$ cat config.mk
export PLATFORM = sky130hd
export DESIGN_NAME = deq_ctrl
export DESIGN_NICKNAME = d
export VERILOG_FILES = /design/src/design/deq_pkg.sv /design/src/design/deq_ctrl.sv
export SDC_FILE = /design/constraint.sdc
export NUM_CORES = 1
export LEC_CHECK = 0
export BUFFER_PORTS_ARGS = -buffer_cell sky130_fd_sc_hd__buf_2
export CELL_PAD_IN_SITES_DETAIL_PLACEMENT = 0
export CELL_PAD_IN_SITES_GLOBAL_PLACEMENT = 2
export CORE_MARGIN = 3
export CORE_UTILIZATION = 29
export CTS_BUF_LIST = sky130_fd_sc_hd__clkbuf_16
export CTS_CLUSTER_DIAMETER = 40
export DETAILED_ROUTE_END_ITERATION = 6
export PLACE_DENSITY_LB_ADDON = 0.12
export RECOVER_POWER = 50
export SYNTH_ARGS = -nofsm -noshare
export SYNTH_HDL_FRONTEND = slang
export SYNTH_SLANG_ARGS = --single-unit
$ cat constraint.sdc
create_clock -name clk -period 10.2 [get_ports clk]
set_input_delay 3.06 -clock clk [delete_from_list [all_inputs] [get_ports clk]]
set_output_delay 3.06 -clock clk [all_outputs]
set_load 0.01 [all_outputs]
$ cat src/design/deq_pkg.sv
// ----------------------------------------------------------------------------
// deq_pkg: shared types and constants for the double-ended queue
// Field widths, operation and status codes, sequencer states and the memory
// control bundle.
// ----------------------------------------------------------------------------
package deq_pkg;

  localparam int DEPTH_DEF   = 1024;

  localparam int FUNC_W      = 3;
  localparam int DATA_W      = 64;
  localparam int STAT_W      = 2;
  localparam int COUNT_W     = 11;

  localparam int IN_TDATA_W  = 72;   // func + value = 67 bits, padded to bytes
  localparam int OUT_TDATA_W = 80;   // status + data + count = 77 bits, padded

  typedef enum logic [FUNC_W-1:0] {
    FN_PUSH_FRONT = 3'd0,
    FN_PUSH_BACK  = 3'd1,
    FN_POP_FRONT  = 3'd2,
    FN_POP_BACK   = 3'd3,
    FN_PEEK_FRONT = 3'd4,
    FN_PEEK_BACK  = 3'd5,
    FN_CLEAR      = 3'd6
  } deq_func_t;

  typedef enum logic [STAT_W-1:0] {
    ST_OK    = 2'd0,
    ST_EMPTY = 2'd1,
    ST_FULL  = 2'd2
  } deq_status_t;

  typedef enum logic {
    S_IDLE = 1'b0,
    S_READ = 1'b1
  } deq_state_t;

  // Entry memory strobes for one cycle
  typedef struct packed {
    logic we;
    logic re;
  } mem_ctl_t;

endpackage

$ cat src/design/deq_ctrl.sv
// ----------------------------------------------------------------------------
// deq_ctrl: pointer, count and result control of the double-ended queue
// Decodes each request, updates front/back positions and the entry count,
// drives the entry memory and holds the result register.
// ----------------------------------------------------------------------------
module deq_ctrl #(
  parameter int DEPTH = deq_pkg::DEPTH_DEF,
  parameter int AW    = $clog2(DEPTH),
  parameter int CW    = $clog2(DEPTH + 1)
) (
  input  logic                           clk,
  input  logic                           rst_n,
  input  logic                           in_tvalid,
  output logic                           in_tready,
  input  logic [deq_pkg::IN_TDATA_W-1:0] in_tdata,
  output logic                           out_tvalid,
  input  logic                           out_tready,
  output logic [deq_pkg::OUT_TDATA_W-1:0] out_tdata,
  output deq_pkg::mem_ctl_t              mem_ctl,
  output logic [AW-1:0]                  waddr,
  output logic [deq_pkg::DATA_W-1:0]     wdata,
  output logic [AW-1:0]                  raddr,
  input  logic [deq_pkg::DATA_W-1:0]     rdata
);
  import deq_pkg::*;

  localparam logic [AW-1:0] LAST_POS = AW'(DEPTH - 1);
  localparam logic [CW-1:0] FULL_CNT = CW'(DEPTH);

  function automatic logic [AW-1:0] ring_next(input logic [AW-1:0] p);
    return (p == LAST_POS) ? '0 : p + AW'(1);
  endfunction

  function automatic logic [AW-1:0] ring_prev(input logic [AW-1:0] p);
    return (p == '0) ? LAST_POS : p - AW'(1);
  endfunction

  deq_state_t        state_r, state_nxt;
  logic [AW-1:0]     front_r, front_nxt;
  logic [AW-1:0]     back_r, back_nxt;
  logic [CW-1:0]     cnt_r, cnt_nxt;
  logic              out_valid_r, out_valid_nxt;
  deq_status_t       out_status_r, out_status_nxt;
  logic [DATA_W-1:0] out_data_r, out_data_nxt;
  logic [CW-1:0]     out_cnt_r, out_cnt_nxt;

  deq_func_t         func;
  logic              accept;
  logic              full;
  logic              empty;
  deq_status_t       status;

  assign func   = deq_func_t'(in_tdata[FUNC_W-1:0]);
  assign wdata  = in_tdata[FUNC_W +: DATA_W];
  assign full   = (cnt_r == FULL_CNT);
  assign empty  = (cnt_r == '0);

  // Take a request only when idle and the result register frees this cycle
  assign in_tready = (state_r == S_IDLE) && (!out_valid_r || out_tready);
  assign accept    = in_tvalid && in_tready;

  // Decode the request, update positions, steer the memory, load the result
  always_comb begin
    state_nxt      = state_r;
    front_nxt      = front_r;
    back_nxt       = back_r;
    cnt_nxt        = cnt_r;
    out_valid_nxt  = out_valid_r && !out_tready;
    out_status_nxt = out_status_r;
    out_data_nxt   = out_data_r;
    out_cnt_nxt    = out_cnt_r;
    mem_ctl        = '0;
    waddr          = back_r;
    raddr          = front_r;
    status         = ST_OK;

    case (func)
      FN_PUSH_FRONT: begin
        if (full) begin
          status = ST_FULL;
        end else begin
          waddr      = ring_prev(front_r);
          mem_ctl.we = accept;
          front_nxt  = ring_prev(front_r);
          cnt_nxt    = cnt_r + CW'(1);
        end
      end
      FN_PUSH_BACK: begin
        if (full) begin
          status = ST_FULL;
        end else begin
          waddr      = back_r;
          mem_ctl.we = accept;
          back_nxt   = ring_next(back_r);
          cnt_nxt    = cnt_r + CW'(1);
        end
      end
      FN_POP_FRONT: begin
        if (empty) begin
          status = ST_EMPTY;
        end else begin
          raddr      = front_r;
          mem_ctl.re = accept;
          front_nxt  = ring_next(front_r);
          cnt_nxt    = cnt_r - CW'(1);
        end
      end
      FN_POP_BACK: begin
        if (empty) begin
          status = ST_EMPTY;
        end else begin
          raddr      = ring_prev(back_r);
          mem_ctl.re = accept;
          back_nxt   = ring_prev(back_r);
          cnt_nxt    = cnt_r - CW'(1);
        end
      end
      FN_PEEK_FRONT: begin
        if (empty) begin
          status = ST_EMPTY;
        end else begin
          raddr      = front_r;
          mem_ctl.re = accept;
        end
      end
      FN_PEEK_BACK: begin
        if (empty) begin
          status = ST_EMPTY;
        end else begin
          raddr      = ring_prev(back_r);
          mem_ctl.re = accept;
        end
      end
      FN_CLEAR: begin
        front_nxt = '0;
        back_nxt  = '0;
        cnt_nxt   = '0;
      end
      default: begin
        // unused code: no operation
      end
    endcase

    case (state_r)
      S_IDLE: begin
        if (!accept) begin
          front_nxt = front_r;
          back_nxt  = back_r;
          cnt_nxt   = cnt_r;
        end else begin
          out_status_nxt = status;
          out_cnt_nxt    = cnt_nxt;
          out_data_nxt   = '0;
          if (mem_ctl.re) begin
            // wait in S_READ for the entry read
            state_nxt = S_READ;
          end else begin
            out_valid_nxt = 1'b1;
          end
        end
      end
      S_READ: begin
        front_nxt     = front_r;
        back_nxt      = back_r;
        cnt_nxt       = cnt_r;
        out_data_nxt  = rdata;
        out_valid_nxt = 1'b1;
        state_nxt     = S_IDLE;
      end
      default: begin
        state_nxt = S_IDLE;
      end
    endcase
  end

  // Hold control state
  always_ff @(posedge clk) begin
    if (!rst_n) begin
      state_r     <= S_IDLE;
      front_r     <= '0;
      back_r      <= '0;
      cnt_r       <= '0;
      out_valid_r <= 1'b0;
    end else begin
      state_r     <= state_nxt;
      front_r     <= front_nxt;
      back_r      <= back_nxt;
      cnt_r       <= cnt_nxt;
      out_valid_r <= out_valid_nxt;
    end
  end

  // Hold result payload
  always_ff @(posedge clk) begin
    out_status_r <= out_status_nxt;
    out_data_r   <= out_data_nxt;
    out_cnt_r    <= out_cnt_nxt;
  end

  assign out_tvalid = out_valid_r;
  assign out_tdata  = {
    (OUT_TDATA_W - STAT_W - DATA_W - COUNT_W)'(0),
    COUNT_W'(out_cnt_r),
    out_data_r,
    out_status_r
  };

endmodule

==> impl_metrics.toml <==
[global_routing]
grt_pass1_vias = 5571
grt_pass1_wl_um = 32700
grt_overflow_total = 0
antenna_found_initial = 0
grt_usage = 0.159
grt_max_degree = 69

[sta]
fmax_mhz = 113
worst_pin_slew_ns = 3.46
setup_tns_ns = 0
relSlewSlack = -1.31
finalSetupViolCount = 0
finClkSkew_ns = 0.0121
grt_setup_unrepaired = "no"
maxSlewViolCount = 103
hold_violations = 0
fin_crit_sh = 0.868
fin_crit_ns = 8.85

[layout]
drive_above_1_share = 0.165
fill_cells = 2487
final_nets = 936
syn_to_final_growth_pct = 10.2
fin_area_sq_mm = 0.00755
diodes = 0

[clock_tree]
cts_setup_buffers = 0
clock_latency_ns = 0.36
cts_buffers = 9
cts_buffer_depth = 2
path_clk_slew_ns = 0.08
htree_num_levels = 3
hold_buffers = 0
cts_sinks = 110
cts_resized = 0
cts_root_buf = "clkbuf_16"
tritoncts = "built"

[synthesis]
synth_ff_type = "edfxtp_1"
synth_seq_cells = 110
synth_cell_types = 78
syn_avg_cell_area_sq_um = 9.42
syn_inst = 727
synth_edf_count = 77
yosysWarnings = 0
async_reset_ff_frac = 0
yosysSeqAreaShare = 0.434
netlist_area_sq_mm = 0.00685

[setup_path]
crit_family = "buffers and inverters"
crit_cells = 6
path_max_fanout = 37
r2r_slack_ns = 5.93
crit_path_top_delay_cell = "clkbuf_1"
path_cells = "clkbuf_1, xnor2_1, a31oi_1, nand2_1, mux2_2, buf_2"
rr_startpoint = "state_r$_SDFF_PP0_"
crit_required_ns = 7.14
slowest_delay_ns = 1.14
critPathBufInv = 2
critPathArrivalTime_ns = 5.79
worst_setup_path_end_kind = "output port"
r2r_cells = 6
worstSetupPathType = "input pin to output port"
start_kind = "input pin"
regToRegEndpoint = "out_data_r[38]$_SDFFCE_PN0N_"

[placement]
placed_area_sq_mm = 0.00738
dp_hpwl_um = 15200
port_buffers = 171
place_congestion = 0.795

[outcome]
violations = "max-capacitance violations, max-slew violations"
outcome = "finished, violations left"

[die]
rows = 55
die-area_sq_mm = 0.0255
die_w_um = 160
start_util = 0.299
die_h_um = 160
io_pins = 308
fp.coreArea_sq_mm = 0.0229

[route]
first_pass_iters = 5
post-route-drc-count = 0
wire_per_inst_um = 19.1
num_vias = 5667
drtIter0Drc = 382
ant_nets = 0
viasPerCell = 5.12
wl_um = 21100

[worst_hold_path]
hp-class = "flop to flop"
min_to = "front_r[6]$_SDFFE_PN0P_"
hp-start = "front_r[6]$_SDFFE_PN0P_"
holdPathStages = 2

[power]
max-vdd-ir-drop_uv = 76.9
powerDensity_mw_per_mm2 = 164
p_leak_nw = 2.81

[job]
maxCapViolations = 2
cell families after synthesis:
logic type | after synthesis | synth area share
and+or+nand+nor | 260 | 0.220
AOI/OAI and AO/OA | 183 | 0.184
buffers and inverters | 146 | 0.122
DFF | 110 | 0.434
xor gates and xnor gates | 15 | 0.0192
adders and majority gates | 7 | 0.0128
muxes | 5 | 0.00767
other | 1 | 0.000547
metal layers:
metal | GRT usage | vias to the layer above | part of all wire
li1 | - | 2717 | -
met1 | 0.197 | 2721 | 0.42
met2 | 0.275 | 174 | 0.50
met3 | 0.0322 | 55 | 0.054
met4 | 0.0541 | 0 | 0.025
met5 | 0 | - | 0
tightest hold or removal path: cells and delay by family, from the launching register on:
kind	cells	cell delay, ns
buffers and inverters	1	0.12
flip-flops	1	0.36
AO/OA/AOI/OAI	1	0.07
layout by cell type (no fill, tap or decap), types with 9 or more instances in the layout:
cell / netlist / routed
nand3_1: 18 / 18
dfxtp_1: 33 / 33
edfxtp_1: 77 / 77
o211ai_1: 10 / 10
nor4_1: 8 / 9
xnor2_1: 11 / 11
and2_1: 66 / 39
clkbuf_16: 0 / 9
o21ai_0: 38 / 38
and2_0: 1 / 28
nor2_1: 32 / 32
a21oi_1: 37 / 37
inv_1: 20 / 20
or3_1: 9 / 9
a31oi_1: 15 / 15
nor3_1: 13 / 13
nand2_1: 48 / 47
buf_2: 12 / 90
clkbuf_1: 44 / 83
where the power goes:
| part | switching, mW | leakage [nW] | internal (mW) | total [mW] |
|---|---|---|---|---|
| clock network | 0.187 | 0.149 | 0.175 | 0.362 |
| registers | 0.0349 | 1.05 | 0.533 | 0.568 |
| logic | 0.195 | 1.61 | 0.113 | 0.308 |
| total | 0.417 | 2.81 | 0.820 | 1.24 |
through the flow:
stage	worst slack (ns)	power, mW	std cells	hold WS [ns]	utilization
final	1.35	1.24	1107	0.592	0.329
after global routing	1.08	1.31	1107	0.648	0.329
after CTS	2.05	1.26	1107	0.596	0.335
after detailed placement	2.05	0.896	1091	0.583	0.322
after global placement	2.11	0.895	1091	0.584	0.322
after floorplan	2.66	0.806	729	0.485	-
state kept, by name, summed over array words and instances (netlist names):
signal and cells:
state_r 1, front_r 10, out_tvalid 1, out_data_r 64
cnt_r 11, back_r 10, out_cnt_r 11, out_status_r 2
cells in the mapped netlist, types with 4 or more instances:
master,number,share of area
and3_1,7,0.0064
o22a_1,4,0.0051
a41oi_1,5,0.0064
and4_1,4,0.0051
a21boi_0,5,0.0055
ha_1,7,0.013
nor3_1,13,0.0095
buf_4,67,0.073
a31oi_1,15,0.014
o22ai_1,6,0.0055
o211ai_1,10,0.011
a21oi_1,37,0.027
and2_1,66,0.060
nand4_1,5,0.0046
dfxtp_1,33,0.096
nor4b_1,4,0.0051
buf_2,12,0.0088
clkbuf_1,44,0.024
nand2_1,48,0.026
or4_1,5,0.0055
nor2b_1,7,0.0064
nor3b_1,5,0.0055
a211oi_1,4,0.0044
nor4_1,8,0.0073
o2111ai_1,4,0.0051
nand3_1,18,0.013
a221oi_1,4,0.0051
edfxtp_1,77,0.34
o31ai_1,6,0.0066
o21a_1,7,0.0077
or3_1,9,0.0082
o21ai_0,38,0.028
nor2_1,32,0.018
xor2_1,4,0.0051
nand4b_1,4,0.0051
nand2b_1,4,0.0037
inv_1,20,0.011
xnor2_1,11,0.014
how the worst max path moves through the flow:
stage,start,end,slack (ns)
floorplan,in_tdata[2],raddr[4],2.66
global placement,in_tdata[2],waddr[9],2.11
detailed placement,in_tdata[2],waddr[9],2.05
CTS,in_tdata[2],waddr[9],2.05
global route,in_tdata[2],raddr[7],1.08
finish,in_tdata[2],raddr[5],1.35
area by class of cell:
class | instances | area (sq um) | share of cell area
timing repair buffer | 175 | 777 | 0.103
sequential | 110 | 2970 | 0.394
clock inverter | 7 | 72.6 | 0.00961
inverter | 20 | 75.1 | 0.00994
tap | 313 | 392 | 0.0519
clock buffer | 9 | 225 | 0.0298
multi-input combinational | 473 | 3040 | 0.402
No activity file was read; power rests on OpenSTA's default activity.
